`src/design/mrrs_pkg.sv`:
```
// mrrs_pkg: shared types and constants for the modbus rtu register slave
// no dependencies
`timescale 1ns / 1ps
package mrrs_pkg;
  localparam int REG_COUNT = 64;
  localparam int MAX_READ = 16;
  localparam int REG_AW = $clog2(REG_COUNT);
  localparam logic [7:0] FN_READ = 8'd3;
  localparam logic [7:0] FN_WRITE = 8'd6;
  localparam logic [7:0] MIN_FRAME = 8'd8;
  localparam logic [15:0] CRC_INIT = 16'hFFFF;
  localparam logic [15:0] CRC_POLY = 16'hA001;
  localparam logic [0:0] CFG_DEV_ADDR = 1'b0;
  localparam logic [0:0] CFG_REG_USE = 1'b1;

  typedef enum logic [3:0] {
    ST_IDLE, ST_RXCRC, ST_EVAL, ST_RDREQ, ST_RDWAIT, ST_SEND, ST_TXCRC, ST_DONE
  } state_t;

  // crc unit control
  typedef struct packed {
    logic       load;   // load value
    logic [15:0] init;
    logic       feed;   // xor byte in
    logic [7:0] byte_in;
    logic       shift;  // one bit step
  } crc_ctl_t;
endpackage

```
`src/design/mrrs_crc.sv`:
```
// mrrs_crc: bit-serial crc-16 unit, one polynomial step per cycle while shift is asserted
// depends on mrrs_pkg
`timescale 1ns / 1ps
module mrrs_crc (
  input  logic             clk,
  input  mrrs_pkg::crc_ctl_t ctl,
  output logic [15:0]      crc
);
  logic [15:0] crc_r, crc_nxt;
  always_comb begin
    crc_nxt = crc_r;
    if (ctl.load) crc_nxt = ctl.init;
    else if (ctl.feed) crc_nxt = crc_r ^ {8'h00, ctl.byte_in};
    else if (ctl.shift) begin
      crc_nxt = crc_r[0] ? ((crc_r >> 1) ^ mrrs_pkg::CRC_POLY) : (crc_r >> 1);
    end
  end
  always_ff @(posedge clk) begin
    crc_r <= crc_nxt;
  end
  assign crc = crc_r;
endmodule

```
`src/design/mrrs_regfile.sv`:
```
// mrrs_regfile: holding register memory, one write and one registered read port
// depends on mrrs_pkg; entry i reads i+1 until written (valid bits)
`timescale 1ns / 1ps
module mrrs_regfile (
  input  logic                    clk,
  input  logic                    rst_n,
  input  logic                    we,
  input  logic [mrrs_pkg::REG_AW-1:0] waddr,
  input  logic [15:0]             wdata,
  input  logic [mrrs_pkg::REG_AW-1:0] raddr,
  output logic [15:0]             rdata
);
  logic [15:0] mem [mrrs_pkg::REG_COUNT];
  logic [mrrs_pkg::REG_COUNT-1:0] vld_r;
  logic [15:0] rd_r;
  logic rv_r;
  logic [mrrs_pkg::REG_AW-1:0] ra_r;
  always_ff @(posedge clk) begin
    if (we) mem[waddr] <= wdata;
    rd_r <= mem[raddr];
    ra_r <= raddr;
    rv_r <= vld_r[raddr];
  end
  always_ff @(posedge clk) begin
    if (!rst_n) vld_r <= '0;
    else if (we) vld_r[waddr] <= 1'b1;
  end
  assign rdata = rv_r ? rd_r : 16'({{(16-mrrs_pkg::REG_AW){1'b0}}, ra_r} + 16'd1);
endmodule

```
`src/design/mrrs_ctrl.sv`:
```
// mrrs_ctrl: frame sequencer driving the shared crc unit and register file
// depends on mrrs_pkg, mrrs_crc, mrrs_regfile
`timescale 1ns / 1ps
module mrrs_ctrl (
  input  logic       clk,
  input  logic       rst_n,
  input  logic [7:0] dev_addr,
  input  logic [6:0] reg_use,
  input  logic       in_tvalid,
  output logic       in_tready,
  input  logic [7:0] in_byte,
  input  logic       in_last,
  output logic       out_tvalid,
  input  logic       out_tready,
  output logic [7:0] out_byte,
  output logic       out_last
);
  localparam int AW = mrrs_pkg::REG_AW;
  mrrs_pkg::state_t st_r, st_nxt;
  logic [7:0] len_r, len_nxt;
  logic [7:0] hdr_r [6];
  logic [7:0] tr0_r, tr1_r, tr0_nxt, tr1_nxt;
  logic [2:0] bit_r, bit_nxt;
  logic [5:0] idx_r, idx_nxt;     // response byte index
  logic [5:0] nby_r, nby_nxt;     // response bytes before crc
  logic [15:0] rcrc_r, rcrc_nxt;  // crc computed over the received frame
  logic [7:0] ob_r, ob_nxt;
  logic ol_r, ol_nxt, ov_r, ov_nxt;
  logic lst_r, lst_nxt;           // frame end flag of the request in progress
  logic [15:0] rd_hold_r, rd_hold_nxt;
  logic take_in;
  mrrs_pkg::crc_ctl_t ctl;
  logic [15:0] crc;
  logic we;
  logic [AW-1:0] raddr;
  logic [15:0] rdata;
  logic [15:0] a16, v16;
  logic [7:0] lim;
  logic [16:0] ridx;
  logic ok;

  mrrs_crc u_crc (.clk(clk), .ctl(ctl), .crc(crc));
  mrrs_regfile u_rf (.clk(clk), .rst_n(rst_n), .we(we), .waddr(a16[AW-1:0]),
    .wdata(v16), .raddr(raddr), .rdata(rdata));

  assign a16 = {hdr_r[2], hdr_r[3]};
  assign v16 = {hdr_r[4], hdr_r[5]};
  assign lim = (reg_use > 7'(mrrs_pkg::REG_COUNT)) ? 8'(mrrs_pkg::REG_COUNT) : {1'b0, reg_use};
  // register for read word k = (idx-3)/2
  assign ridx = {1'b0, a16} + 17'({idx_r - 6'd3} >> 1);
  assign raddr = ridx[AW-1:0];
  assign ok = (len_r >= mrrs_pkg::MIN_FRAME) && (tr0_r == rcrc_r[15:8])
    && (tr1_r == rcrc_r[7:0]) && (hdr_r[0] == dev_addr);
  assign take_in = in_tvalid && in_tready;
  assign in_tready = (st_r == mrrs_pkg::ST_IDLE);
  assign out_tvalid = ov_r;
  assign out_byte = ob_r;
  assign out_last = ol_r;

  always_comb begin
    st_nxt = st_r;
    case (st_r)
      mrrs_pkg::ST_IDLE: if (take_in) st_nxt = (len_r >= 8'd2) ? mrrs_pkg::ST_RXCRC
        : (in_last ? mrrs_pkg::ST_EVAL : mrrs_pkg::ST_IDLE);
      mrrs_pkg::ST_RXCRC: if (bit_r == 3'd7) st_nxt = mrrs_pkg::ST_DONE;
      mrrs_pkg::ST_DONE: st_nxt = lst_r ? mrrs_pkg::ST_EVAL : mrrs_pkg::ST_IDLE;
      mrrs_pkg::ST_EVAL: begin
        st_nxt = mrrs_pkg::ST_IDLE;
        if (ok && hdr_r[1] == mrrs_pkg::FN_READ && v16 >= 16'd1
            && v16 <= 16'(mrrs_pkg::MAX_READ)) st_nxt = mrrs_pkg::ST_RDREQ;
      end
      mrrs_pkg::ST_RDREQ: st_nxt = mrrs_pkg::ST_RDWAIT;
      mrrs_pkg::ST_RDWAIT: if (!ov_r || out_tready) st_nxt = mrrs_pkg::ST_SEND;
      mrrs_pkg::ST_SEND: if (bit_r == 3'd7) st_nxt = (idx_r == nby_r)
        ? mrrs_pkg::ST_TXCRC : mrrs_pkg::ST_RDREQ;
      mrrs_pkg::ST_TXCRC: if (!ov_r || out_tready)
        st_nxt = (idx_r == nby_r + 6'd1) ? mrrs_pkg::ST_IDLE : mrrs_pkg::ST_TXCRC;
      default: st_nxt = mrrs_pkg::ST_IDLE;
    endcase
  end

  always_comb begin
    ctl = '0;
    we = 1'b0;
    len_nxt = len_r; tr0_nxt = tr0_r; tr1_nxt = tr1_r;
    bit_nxt = bit_r; idx_nxt = idx_r; nby_nxt = nby_r; rcrc_nxt = rcrc_r;
    ob_nxt = ob_r; ol_nxt = ol_r; ov_nxt = ov_r && !out_tready;
    lst_nxt = lst_r;
    rd_hold_nxt = rd_hold_r;
    ctl.init = mrrs_pkg::CRC_INIT;
    ctl.byte_in = tr0_r;
    case (st_r)
      mrrs_pkg::ST_IDLE: if (take_in) begin
        if (len_r >= 8'd2) ctl.feed = 1'b1;
        tr0_nxt = tr1_r; tr1_nxt = in_byte;
        if (len_r != 8'hFF) len_nxt = len_r + 8'd1;
        lst_nxt = in_last; bit_nxt = 3'd0;
      end
      mrrs_pkg::ST_RXCRC: begin
        ctl.shift = 1'b1; bit_nxt = bit_r + 3'd1;
      end
      mrrs_pkg::ST_DONE: rcrc_nxt = crc;
      mrrs_pkg::ST_EVAL: begin
        if (ok && hdr_r[1] == mrrs_pkg::FN_WRITE && a16 < {8'd0, lim}) we = 1'b1;
        len_nxt = 8'd0; tr0_nxt = 8'd0; tr1_nxt = 8'd0;
        ctl.load = 1'b1; rcrc_nxt = mrrs_pkg::CRC_INIT;
        idx_nxt = 6'd0; nby_nxt = 6'(v16[4:0]) * 6'd2 + 6'd3;
      end
      mrrs_pkg::ST_RDWAIT: begin
        rd_hold_nxt = (ridx < {9'd0, lim}) ? rdata : 16'd0;
        if (!ov_r || out_tready) begin
          ov_nxt = 1'b1; ol_nxt = 1'b0; bit_nxt = 3'd0;
          case (idx_r)
            6'd0: ob_nxt = hdr_r[0];
            6'd1: ob_nxt = hdr_r[1];
            6'd2: ob_nxt = {v16[6:0], 1'b0};
            default: ob_nxt = idx_r[0] ? ((ridx < {9'd0, lim}) ? rdata[15:8] : 8'd0)
              : rd_hold_r[7:0];
          endcase
          if (idx_r >= 6'd3 && !idx_r[0]) ob_nxt = rd_hold_r[7:0];
          ctl.feed = 1'b1; ctl.byte_in = ob_nxt;
          idx_nxt = idx_r + 6'd1;
        end
        if (idx_r >= 6'd3 && !idx_r[0]) rd_hold_nxt = rd_hold_r;
      end
      mrrs_pkg::ST_SEND: begin
        ctl.shift = 1'b1; bit_nxt = bit_r + 3'd1;
      end
      mrrs_pkg::ST_TXCRC: if (!ov_r || out_tready) begin
        ov_nxt = 1'b1;
        ob_nxt = (idx_r == nby_r) ? crc[15:8] : crc[7:0];
        ol_nxt = (idx_r != nby_r);
        idx_nxt = idx_r + 6'd1;
        // rearm the crc unit for the next request frame
        if (idx_r != nby_r) ctl.load = 1'b1;
      end
      default: ;
    endcase
    if (!rst_n) ctl.load = 1'b1;
  end

  always_ff @(posedge clk) begin
    if (!rst_n) begin
      st_r <= mrrs_pkg::ST_IDLE; len_r <= '0; tr0_r <= '0; tr1_r <= '0;
      ov_r <= 1'b0; ol_r <= 1'b0; bit_r <= '0; idx_r <= '0; nby_r <= '0;
      rcrc_r <= mrrs_pkg::CRC_INIT; lst_r <= 1'b0;
    end else begin
      st_r <= st_nxt; len_r <= len_nxt; tr0_r <= tr0_nxt; tr1_r <= tr1_nxt;
      ov_r <= ov_nxt; ol_r <= ol_nxt; bit_r <= bit_nxt; idx_r <= idx_nxt;
      nby_r <= nby_nxt; rcrc_r <= rcrc_nxt; lst_r <= lst_nxt;
    end
  end
  // crc value itself is loaded while reset is held
  always_ff @(posedge clk) begin
    ob_r <= ob_nxt; rd_hold_r <= rd_hold_nxt;
    if (take_in && len_r < 8'd6) hdr_r[3'(len_r)] <= in_byte;
  end
endmodule

```
`src/design/modbus_rtu_register_slave_top.sv`:
```
// modbus_rtu_register_slave_top: modbus rtu slave over 64 holding registers
// depends on mrrs_pkg, mrrs_ctrl
//
// channel | direction | tdata (low bit up)   | tlast
// in_     | request   | rx_byte[7:0]         | frame_end
// out_    | response  | tx_byte[7:0]         | tx_last
// cfg_    | write     | 0 device_address, 1 registers_in_use
//
// the first two request bytes of a frame are only captured; every later byte is
// captured, then runs the bit-serial steps of the shared crc unit, one per bit,
// then the crc latch; the frame end then goes on to evaluation
// each response byte before the crc passes read request, read wait and one crc
// step per bit; each response crc byte is sent without crc steps
// reset clears the frame state; registers reload i+1 through valid bits
// a stalled response holds the sequencer before the next byte
`timescale 1ns / 1ps
module modbus_rtu_register_slave_top (
  input  logic       clk,
  input  logic       rst_n,
  input  logic       cfg_we,
  input  logic [0:0] cfg_index,
  input  logic [7:0] cfg_data,
  input  logic       in_tvalid,
  output logic       in_tready,
  input  logic [7:0] in_tdata,   // rx_byte
  input  logic       in_tlast,
  output logic       out_tvalid,
  input  logic       out_tready,
  output logic [7:0] out_tdata,  // tx_byte
  output logic       out_tlast
);
  logic [7:0] dev_addr_r;
  logic [6:0] reg_use_r;
  // crc unit starts at its load value: first frame loads crc on reset
  always_ff @(posedge clk) begin
    if (!rst_n) begin
      dev_addr_r <= 8'd1;
      reg_use_r <= 7'd64;
    end else if (cfg_we) begin
      case (cfg_index)
        mrrs_pkg::CFG_DEV_ADDR: dev_addr_r <= cfg_data;
        mrrs_pkg::CFG_REG_USE: reg_use_r <= cfg_data[6:0];
        default: ;
      endcase
    end
  end
  mrrs_ctrl u_ctrl (.clk(clk), .rst_n(rst_n), .dev_addr(dev_addr_r), .reg_use(reg_use_r),
    .in_tvalid(in_tvalid), .in_tready(in_tready), .in_byte(in_tdata), .in_last(in_tlast),
    .out_tvalid(out_tvalid), .out_tready(out_tready), .out_byte(out_tdata),
    .out_last(out_tlast));
endmodule

```
`config.mk`:
```
export PLATFORM = sky130hd
export DESIGN_NAME = modbus_rtu_register_slave_top
export DESIGN_NICKNAME = d
export VERILOG_FILES = /design/src/design/mrrs_pkg.sv /design/src/design/mrrs_crc.sv /design/src/design/mrrs_regfile.sv /design/src/design/mrrs_ctrl.sv /design/src/design/modbus_rtu_register_slave_top.sv
export SDC_FILE = /design/constraint.sdc
export NUM_CORES = 1
export LEC_CHECK = 0
export ABC_AREA = 1
export BUFFER_PORTS_ARGS = -buffer_cell sky130_fd_sc_hd__clkbuf_2
export CAP_MARGIN = 10
export CORE_ASPECT_RATIO = 1.4
export CORE_MARGIN = 8
export CORE_UTILIZATION = 30
export DETAILED_ROUTE_END_ITERATION = 16
export GPL_ROUTABILITY_DRIVEN = 0
export HOLD_SLACK_MARGIN = 0.06
export SETUP_SLACK_MARGIN = 0.2
export SYNTH_ARGS = -nofsm -noshare
export SYNTH_HDL_FRONTEND = slang
export SYNTH_SLANG_ARGS = --single-unit
```
`constraint.sdc`:
```
create_clock -name clk -period 5.1 [get_ports clk]
set_clock_uncertainty 0.15 [all_clocks]
set_input_delay 1.02 -clock clk [delete_from_list [all_inputs] [get_ports clk]]
set_output_delay 1.02 -clock clk [all_outputs]
set_load 0.005 [all_outputs]
```
; After elaboration in Yosys (flattened, before gate mapping)
; Memories as Yosys holds them, arrays and structs flattened. A register that Yosys moved wholly into a read port is not among the register bits.
; Cells that the tools add are included.
[classes]
bitwise_logic = 5
mux = 63
n_reduce_logical = 37
magnitude_cmp = 12
eq_ne = 26
addsub = 8
[op_table]
columns = operator, count
row1 = two-way mux 8 bit, 11
row2 = two-way mux 16 bit, 4
row3 = OR 64 bit, 1
row4 = one-hot mux 8 bit (2 select lines), 4
row5 = one-hot mux 16 bit (2 select lines), 1
row6 = one-hot mux 4 bit (8 select lines), 1
row7 = equality test 8 bit, 3
row8 = two-way mux 4 bit, 6
row9 = one-hot mux 8 bit (3 select lines), 1
row10 = two-way mux 1 bit, 18
row11 = adder 16 x 5 -> 17 bit, 1
row12 = < comparator 17 x 8 -> 1 bit, 1
row13 = "equality test 4 x 3 -> 1 bit, second input constant", 4
row14 = ">= comparator 16 x 1 -> 1 bit, second input constant", 1
row15 = "less-or-equal comparator 16 x 5 -> 1 bit, second input constant", 1
row16 = < comparator 16 x 8 -> 1 bit, 1
row17 = XOR 16 x 8 -> 16 bit, 1
row18 = "< comparator 6 x 7 -> 1 bit, second input constant", 2
row19 = logical AND 1 bit, 13
row20 = "adder 6 x 1 -> 6 bit, second input constant", 2
row21 = equality test 6 bit, 2
row22 = two-way mux 3 bit, 4
row23 = one-hot mux 6 bit (2 select lines), 1
row24 = AND reduction 2 bit, 6
row25 = other kinds (41), 61
[totals]
in_bits = 23
ramBits = 1072
wordCells = 172
regBits = 180
n_memories = 2
[memory_table]
columns = memory, depth, word_bits, read_ports, rd_ports_with_merged_regs, write_ports, line_no
row1 = u_ctrl.u_rf.mem, 64, 16, 1, 1, 1, mrrs_regfile.sv:13  ; logic [15:0] mem [mrrs_pkg::REG_COUNT];
row2 = u_ctrl.hdr_r, 6, 8, 6, 0, 1, mrrs_ctrl.sv:21  ; logic [7:0] hdr_r [6];

; Longest topological paths before layout
; Gate-level depths: netlist of run 1.
[logic_depth]
ltp_word = 11
mapped_depth = 28
ltp_nobuf = 27

; By module
; A second synthesis of run 1 with hierarchy kept.
[hier_totals]
cells_unflattened = 5026
area_unflattened_um2 = 53371.2
[by_module_without_submodules]
columns = module, seq_area_each_um2, instances, area_each_um2, cells_per_inst
row1 = mrrs_regfile, 32491.2, 1, 44810.5, 3957
row2 = mrrs_ctrl, 3143.0, 1, 7095.6, 907
row3 = mrrs_crc, 480.5, 1, 864.6, 81
row4 = modbus_rtu_register_slave_top, 300.3, 1, 600.6, 81

; Least setup slack after synthesis of run 1
; OpenSTA, ideal clock, no wires.
[synth_timing]
path_type = reg-to-reg
from = reg u_ctrl.idx_r[0]
to = reg u_ctrl.u_crc.crc_r[0], in the netlist u_ctrl.u_crc.crc[0]
setup_slack_ns = 0.716
path_buffers = 1
synth_period_minus_slack_ns = 4.384
setup_ns = 0.126
stages_incl_launch_ff = 24
arrival_ns = 4.107
path_cell_list = dfxtp_1 -> clkinv_1 -> ha_1 -> ha_1 -> fa_1 -> nand3_1 -> nand3_1 -> xor2_1 -> clkbuf_1 -> ha_1 -> a21oi_1 -> o21ai_0 -> o21bai_1 -> nand3_1 -> nor2_2 -> nand4_1 -> nand2_1 -> nand2_1 -> nand2_1 -> nand2_1 -> nand2_1 -> nand2_1 -> nand2_1 -> nand3_1
[synth_via]
elab_chain_cells = 11
[synth_rtl]
columns = element, line_no
row1 = from (decl), mrrs_ctrl.sv:24  ; logic [5:0] idx_r, idx_nxt;
row2 = from (signal assigned), mrrs_ctrl.sv:149  ; ov_r <= ov_nxt; ol_r <= ol_nxt; bit_r <= bit_nxt; idx_r <= idx_nxt;
row3 = subtractor 6 x 2 -> 6 bit, mrrs_ctrl.sv:50  ; assign ridx = {1'b0, a16} + 17'({idx_r - 6'd3} >> 1);
row4 = adder 16 x 5 -> 17 bit, mrrs_ctrl.sv:50
row5 = via u_ctrl.ridx[4], mrrs_ctrl.sv:39  ; logic [16:0] ridx;
row6 = < comparator 17 x 8 -> 1 bit, mrrs_ctrl.sv:117  ; default: ob_nxt = idx_r[0] ? ((ridx < {9'd0, lim}) ? rdata[15:8] : 8'd0)
row7 = two-way mux 8 bit (2 in a row), mrrs_ctrl.sv:117
row8 = one-hot mux 8 bit (3 select lines), mrrs_ctrl.sv:113  ; case (idx_r)
row9 = two-way mux 8 bit, mrrs_ctrl.sv:120  ; if (idx_r >= 6'd3 && !idx_r[0]) ob_nxt = rd_hold_r[7:0];
row10 = two-way mux 9 bit, mrrs_ctrl.sv:111  ; if (!ov_r || out_tready) begin
row11 = two-way mux 8 bit, mrrs_ctrl.sv:92  ; case (st_r)
row12 = XOR 16 x 8 -> 16 bit, mrrs_crc.sv:13  ; else if (ctl.feed) crc_nxt = crc_r ^ {8'h00, ctl.byte_in};
row13 = two-way mux 16 bit, mrrs_crc.sv:13
row14 = to (signal assigned), mrrs_crc.sv:19  ; crc_r <= crc_nxt;
row15 = to (decl), mrrs_crc.sv:9  ; logic [15:0] crc_r, crc_nxt;
; The timed path passes the listed nets, and every way through them passes these cells.
; A chain may end at the register's enable or synchronous reset.

; Worst setup path in the final report of run 1
[layout_timing]
from = reg u_ctrl.idx_r[0]
to = reg u_ctrl.u_crc.crc_r[2], in the netlist u_ctrl.u_crc.crc[2]
[layout_via]
elab_chain_cells = 11
[layout_rtl]
columns = element, line_no
row1 = subtractor 6 x 2 -> 6 bit, mrrs_ctrl.sv:50
row2 = adder 16 x 5 -> 17 bit, mrrs_ctrl.sv:50
row3 = < comparator 17 x 8 -> 1 bit, mrrs_ctrl.sv:117
row4 = two-way mux 8 bit (2 in a row), mrrs_ctrl.sv:117
row5 = one-hot mux 8 bit (3 select lines), mrrs_ctrl.sv:113
row6 = two-way mux 8 bit, mrrs_ctrl.sv:120
row7 = two-way mux 9 bit, mrrs_ctrl.sv:111
row8 = two-way mux 8 bit, mrrs_ctrl.sv:92
row9 = XOR 16 x 8 -> 16 bit, mrrs_crc.sv:13
row10 = two-way mux 16 bit, mrrs_crc.sv:13
; Parallel ways exist; a longest one is shown, timed or not.

==> results of run 1 <==
==> sequential cells by signal, summed over array words and instances, names as in the netlist <==
name,flops
u_ctrl.lst_r,1
u_ctrl.u_crc.crc,16
u_ctrl.rd_hold_r,8
u_ctrl.out_tvalid,1
u_ctrl.rcrc_r,16
u_ctrl.u_rf.rd_r,16
reg_use_r,7
u_ctrl.out_last,1
u_ctrl.tr0_r,8
u_ctrl.out_byte,8
u_ctrl.u_rf.rv_r,1
u_ctrl.len_r,8
u_ctrl.u_rf.ra_r,6
u_ctrl.u_rf.mem,1024
dev_addr_r,8
u_ctrl.idx_r,6
u_ctrl.nby_r,6
u_ctrl.tr1_r,8
u_ctrl.hdr_r,48
u_ctrl.bit_r,3
u_ctrl.u_rf.vld_r,64
u_ctrl.st_r,3
==> logic make-up after synthesis <==
group,Yosys count,share of synthesized area [%]
AND/OR/NAND/NOR,1426,11.7
flip-flops,1267,70.2
AO/OA/AOI/OAI,1126,13.1
buffers and inverters,478,3.56
XOR/XNOR,35,0.623
adder cells (fa/ha/maj),31,0.766
==> how the worst min path moves through the flow <==
| stage | cells after the start | to | start |
|---|---|---|---|
| 3_3_place_gp | 2 | u_ctrl.u_rf.vld_r[35] | u_ctrl.u_rf.vld_r[35] |
| 3_5_place_dp | 2 | u_ctrl.u_rf.vld_r[56] | u_ctrl.u_rf.vld_r[56] |
| 5_1_grt | 2 | u_ctrl.u_rf.vld_r[60] | u_ctrl.u_rf.vld_r[60] |
| 2_1_floorplan | 2 | u_ctrl.u_rf.vld_r[0] | u_ctrl.u_rf.vld_r[0] |
| 6_report | 2 | u_ctrl.u_rf.vld_r[56] | u_ctrl.u_rf.vld_r[56] |
| 4_1_cts | 2 | u_ctrl.u_rf.vld_r[12] | u_ctrl.u_rf.vld_r[12] |
==> worst min-delay path: stages, from the launching register on <==
cell     delay [ps]
dfxtp_1         310
inv_1            40
a21oi_1          50
==> per-stage QoR <==
| step | instances | setup slack [ps] | util [%] | total power (uW) |
|---|---|---|---|---|
| global placement | 6550 | 650 | 32.2 | 18000 |
| CTS | 6757 | 582 | 34.3 | 26500 |
| detailed placement | 6550 | 618 | 32.2 | 18100 |
| global route | 6758 | 328 | 34.3 | 27500 |
| finish | 6758 | 671 | 34.3 | 26400 |
| floorplan | 4363 | 716 | - | 15800 |
==> cells in the final DEF (no fill, tap or decap), types with 27 or more instances in the layout <==
cell       count
o221ai_1     206
clkinv_1      28
o21ai_0      587
ha_1          29
nand2_1      333
nor3_1        30
dfxtp_1      179
buf_4        133
clkbuf_2      33
o22ai_1       54
nor2_1       635
nand3_1      327
clkbuf_16    114
nand4_1       29
inv_1        190
edfxtp_1    1088
o211ai_1      27
a21oi_1      193
==> power by group <==
| part | switching (uW) | internal, uW |
|---|---|---|
| Combinational | 4440 | 1830 |
| Sequential | 273 | 11400 |
| Clock | 3850 | 4640 |
| Total | 8560 | 17800 |
==> routing by layer <==
metal	global-route usage [%]	share of wire, %
met5	0	0.0088
met4	7.50	5.1
met3	1.97	6.2
met2	26.0	49
met1	18.6	39
==> final cells by class <==
type                       instances  area (sq um)  area share, %
antenna                            1          2.50        0.00426
sequential                      1267         36300           61.7
tap                             2275          2850           4.84
clock buffer                     135          2980           5.07
timing repair buffer             190          1640           2.80
inverter                         200           769           1.31
multi-input combinational       2618         13600           23.2
clock inverter                    72           663           1.13
==> repair_timing <==
item,in CTS,in global routing
endpoints found under the setup margin,0,1
hold buffers,0,0
buffers inserted,0,0
resized for setup,0,1
==> results.sh, run 1 <==
export IMPL_vias=35500
export IMPL_crit_path_frequent_cell="nand2_1"
export IMPL_clock_path_buffers=3
export IMPL_core_sq_mm=0.171
export IMPL_drv_slew=0
export IMPL_synth_edff_count=1088
export IMPL_crit_family="adder cells"
export IMPL_start_kind="flip-flop"
export IMPL_cts_root_buf="clkbuf_16"
export IMPL_h_tree_depth=3
export IMPL_fin_crit_sh_pct=86.8
export IMPL_placedInstanceArea_sq_mm=0.0551
export IMPL_cts_sinks=1267
export IMPL_fp_dieW_microns=367
export IMPL_cp_startpoint="u_ctrl.idx_r[0]"
export IMPL_grtUsageTotal_pct=15.1
export IMPL_drive_above_1_share_pct=9.30
export IMPL_ir_drop_mv=0.298
export IMPL_cts_tree="yes"
export IMPL_area_delta_synth_final_pct=13.9
export IMPL_path_cells="clkinv_1 > ha_1 > ha_4 > fa_4 > nand3_1 > nand3_1 > xor2_4 > ha_1 > a21oi_1 > o21ai_0 > o21bai_1 > nand3_1 > nor2_4 > nand4_1 > nand2_1 > nand2_1 > nand2_1 > nand2_1 > nand2_1 > nand2_1 > nand3_1 > nand2_1"
export IMPL_grt_pass1_wl_microns=218000
export IMPL_antenna_found_initial=3
export IMPL_drt_iter0_markers=3698
export IMPL_wl_per_cell_microns=21.9
export IMPL_grt_pass1_vias=34100
export IMPL_critPathKind="flip-flop to flip-flop"
export IMPL_synthFlopType="edfxtp_1"
export IMPL_yosysSeqAreaShare_pct=70.2
export IMPL_tns_ps=0
export IMPL_endpoint="u_ctrl.u_crc.crc[2]"
export IMPL_required_ps=5580
export IMPL_syn_area_sq_mm=0.0516
export IMPL_yosys_warnings=0
export IMPL_fill_cells=16700
export IMPL_io_buffers=33
export IMPL_rr_endpoint="u_ctrl.u_crc.crc[2]"
export IMPL_synth_area_top_cells="edfxtp_1, dfxtp_1, o21ai_0, nor2_1, o221ai_1"
export IMPL_critPathSlowestCell="fa_4"
export IMPL_relSlewSlack_pct=23.4
export IMPL_synth_cells=4363
export IMPL_syn_num_nets=4417
export IMPL_synthArstFlopShare_pct=0
export IMPL_routed_wl_microns=148000
export IMPL_path_max_fanout=11
export IMPL_clk_pin_slew_ps=70
export IMPL_grt_max_degree=188
export IMPL_cts_buffers=112
export IMPL_dr_pass1_iters=6
export IMPL_overflow=0
export IMPL_tightest_slew_ps=1140
export IMPL_power_per_cell_area_mw_per_mm2=449
export IMPL_die_h_microns=507
export IMPL_setup_viol=0
export IMPL_cap_viol_max_count=0
export IMPL_outcome="finished clean"
export IMPL_synth_largest_area_cell="edfxtp_1"
export IMPL_rows=180
export IMPL_static_leakage_power_uw=0.0190
export IMPL_critPathMaxStageDelay_ps=530
export IMPL_hp_class="flip-flop to flip-flop"
export IMPL_period_needed_ps=4430
export IMPL_worstPathArrival_ps=4910
export IMPL_final_antenna_net_count=0
export IMPL_via_per_inst=5.25
export IMPL_grt_setup_unrepaired="no"
export IMPL_r2r_cells=22
export IMPL_ios=34
export IMPL_clock_latency_ps=740
export IMPL_critPathCaptureType="flip-flop"
export IMPL_dpl_hpwl_microns=87400
export IMPL_finalNetCount=4443
export IMPL_avgSynthCellArea_sq_um=11.8
export IMPL_final_area_sq_mm=0.0588
export IMPL_ff2ff_setup_slack_ps=670
export IMPL_synth_most_common_cell="edfxtp_1"
export IMPL_max_freq_mhz=226
export IMPL_ys_ff_latch=1267
export IMPL_whs_ps=297
export IMPL_drc=0
export IMPL_ys_types=50
export IMPL_start_util_pct=30.1
export IMPL_critPathBufInv=1
export IMPL_cp_depth=22
export IMPL_synthTopCellsByCount="edfxtp_1, nor2_1, o21ai_0, nand2_1, nand3_1"
export IMPL_r2r_start="u_ctrl.idx_r[0]"
export IMPL_yosysTopAreaCellShare_pct=63.3
export IMPL_hold_viol_final=0
export IMPL_die_area_sq_mm=0.186
Note: power is estimated with default switching activity, not from simulation.
==> inputs of run 2 (changes only) <==
Settings changed: GPL_TIMING_DRIVEN set to 0.
==> run 2 against run 1 <==
  * Via count increased by 7.3%
  * Clock-buffer cell count increased by 4
  * First-iteration DRC count increased by 16%
  * Register-to-register slack got worse by 550 ps
  * Setup slack got worse by 550 ps
  * Sequential share of layout area decreased by 2.2 points
  * Core utilization increased by 1.3 points
  * Global-route usage increased by 3.2 points
  * Non-clock buffer count increased by 227
  * Design area increased by 3.7%
==> results.sh, run 2 (synthesis results as in run 1) <==
export IMPL_cts_tree="yes"
export IMPL_overflow=0
export IMPL_whs_ps=300
export IMPL_most_common_layout_cells="edfxtp_1, nor2_1, o21ai_0"
export IMPL_grt_pass1_vias=36900
export IMPL_cts_buffers=113
export IMPL_grtUsageTotal_pct=18.2
export IMPL_power_per_cell_area_mw_per_mm2=456
export IMPL_cts_sinks=1267
export IMPL_start_kind="flip-flop"
export IMPL_dr_pass1_iters=8
export IMPL_clock_latency_ps=770
export IMPL_critPathKind="flip-flop to flip-flop"
export IMPL_top_register="u_ctrl.u_rf.mem"
export IMPL_max_freq_mhz=201
export IMPL_tightest_slew_ps=1260
export IMPL_rr_endpoint="u_ctrl.u_rf.rd_r[5]"
export IMPL_antenna_found_initial=4
export IMPL_worstPathArrival_ps=5530
export IMPL_fin_crit_sh_pct=97.6
export IMPL_finalNetCount=4672
export IMPL_core_sq_mm=0.171
export IMPL_drive_above_1_share_pct=10.4
export IMPL_ff2ff_setup_slack_ps=120
export IMPL_wl_per_cell_microns=25.5
export IMPL_ios=34
export IMPL_final_common_cell="edfxtp_1"
export IMPL_cp_startpoint="u_ctrl.idx_r[0]"
export IMPL_rows=180
export IMPL_r2r_start="u_ctrl.idx_r[0]"
export IMPL_drc=0
export IMPL_pre_cts_ws_ps=-1510
export IMPL_grt_max_degree=31
export IMPL_routed_wl_microns=179000
export IMPL_endpoint="u_ctrl.u_rf.rd_r[5]"
export IMPL_setup_viol=0
export IMPL_cts_hold_buf=0
export IMPL_h_tree_depth=3
export IMPL_critPathCaptureType="flip-flop"
export IMPL_ir_drop_mv=0.309
export IMPL_clock_path_buffers=3
export IMPL_clk_pin_slew_ps=70
export IMPL_hold_viol_final=0
export IMPL_die_h_microns=507
export IMPL_reg_largest_list="u_ctrl.u_rf.mem x1024, u_ctrl.u_rf.vld_r x64, u_ctrl.hdr_r x48"
export IMPL_cap_viol_max_count=0
export IMPL_final_antenna_net_count=0
export IMPL_drv_slew=0
export IMPL_outcome="finished clean"
export IMPL_period_needed_ps=4980
export IMPL_vias=38100
export IMPL_static_leakage_power_uw=0.0197
export IMPL_required_ps=5660
export IMPL_relSlewSlack_pct=16.1
export IMPL_dpl_hpwl_microns=126000
export IMPL_area_delta_synth_final_pct=18.1
export IMPL_path_max_fanout=11
export IMPL_io_buffers=32
export IMPL_via_per_inst=5.44
export IMPL_grt_pass1_wl_microns=253000
export IMPL_start_util_pct=30.1
export IMPL_fp_dieW_microns=367
export IMPL_hp_class="flip-flop to flip-flop"
export IMPL_die_area_sq_mm=0.186
export IMPL_setup_ws_ps=122
export IMPL_grt_setup_unrepaired="yes"
export IMPL_drt_iter0_markers=4293
export IMPL_cts_root_buf="clkbuf_16"
export IMPL_largest_reg_flops=1024
export IMPL_r2r_cells=14
run 2: cell count changes in the layout (fill, tap and decap cells not counted), sizes merged:
cell,delta
buf,+2
bufinv,-2
clkbuf,+228
clkdlybuf4s15,+1
clkinv,+5
clkinvlp,-1
diode,+4
nor2,+1
run 2: worst min path at each step:
stage / end / slack [ps] / cells after the start / from
floorplan: u_ctrl.u_rf.vld_r[0] / 280 / 2 / u_ctrl.u_rf.vld_r[0]
global placement: u_ctrl.u_rf.vld_r[51] / 280 / 2 / u_ctrl.u_rf.vld_r[51]
detailed placement: u_ctrl.u_rf.vld_r[35] / 290 / 2 / u_ctrl.u_rf.vld_r[35]
CTS: u_ctrl.u_rf.vld_r[35] / 300 / 2 / u_ctrl.u_rf.vld_r[35]
global route: u_ctrl.u_rf.vld_r[35] / 310 / 2 / u_ctrl.u_rf.vld_r[35]
finish: u_ctrl.u_rf.vld_r[11] / 300 / 2 / u_ctrl.u_rf.vld_r[11]
run 2: per-stage QoR:
| stage | cells | util [%] | instance area, sq um | total power [uW] | TNS, ps |
|---|---|---|---|---|---|
| global route | 6992 | 35.6 | 61000 | 28600 | 0 |
| floorplan | 4363 | - | 51600 | 15800 | 0 |
| CTS | 6992 | 35.5 | 60900 | 27600 | 0 |
| global placement | 6670 | 31.9 | 54600 | 18900 | -189550 |
| detailed placement | 6775 | 33.3 | 57000 | 19100 | -42460 |
| finish | 6996 | 35.6 | 61000 | 27800 | 0 |
run 2: layout make-up:
class / instances / area [sq um]
inverter: 200 / 756
tap: 2275 / 2850
sequential: 1267 / 36300
buffer: 276 / 1150
clock inverter: 74 / 601
timing repair buffer: 141 / 2380
multi-input combinational: 2619 / 13900
antenna: 5 / 12.5
clock buffer: 139 / 3110
fill: 16500 / 110000
run 2: timing repair:
item	CTS	global route
setup buffers	4	0
gates cloned	1	0
endpoints found under the setup margin	41	60
endpoints found under the hold margin	0	0
pin swaps	6	4
gates resized for setup	44	24
run 2: metal layers:
layer / up-vias / global-route usage [%] / wire length, microns
li1: 16600 / - / -
met1: 18600 / 20.1 / 62500
met2: 2177 / 31.4 / 86500
met3: 631 / 3.18 / 14200
met4: 2 / 13.8 / 15400
met5: - / 0 / 14
run 2: critical path: stages, from the launching register on:
cell      delay (ps)
dfxtp_2          440
inv_4             90
ha_1             340
ha_2             330
buf_2            300
clkinv_2         280
buf_2            380
buf_2            560
clkbuf_1         790
nor2_1            90
o221ai_1         530
nand3_1          250
nand3_1          120
nand3_1           80
nand2_1          110
run 2: power by group:
part | leakage (uW) | internal, uW | switching, uW
combinational | 0.00658 | 1870 | 5680
clock | 0.00182 | 4700 | 3950
sequential | 0.0112 | 11400 | 217
total | 0.0197 | 17900 | 9840
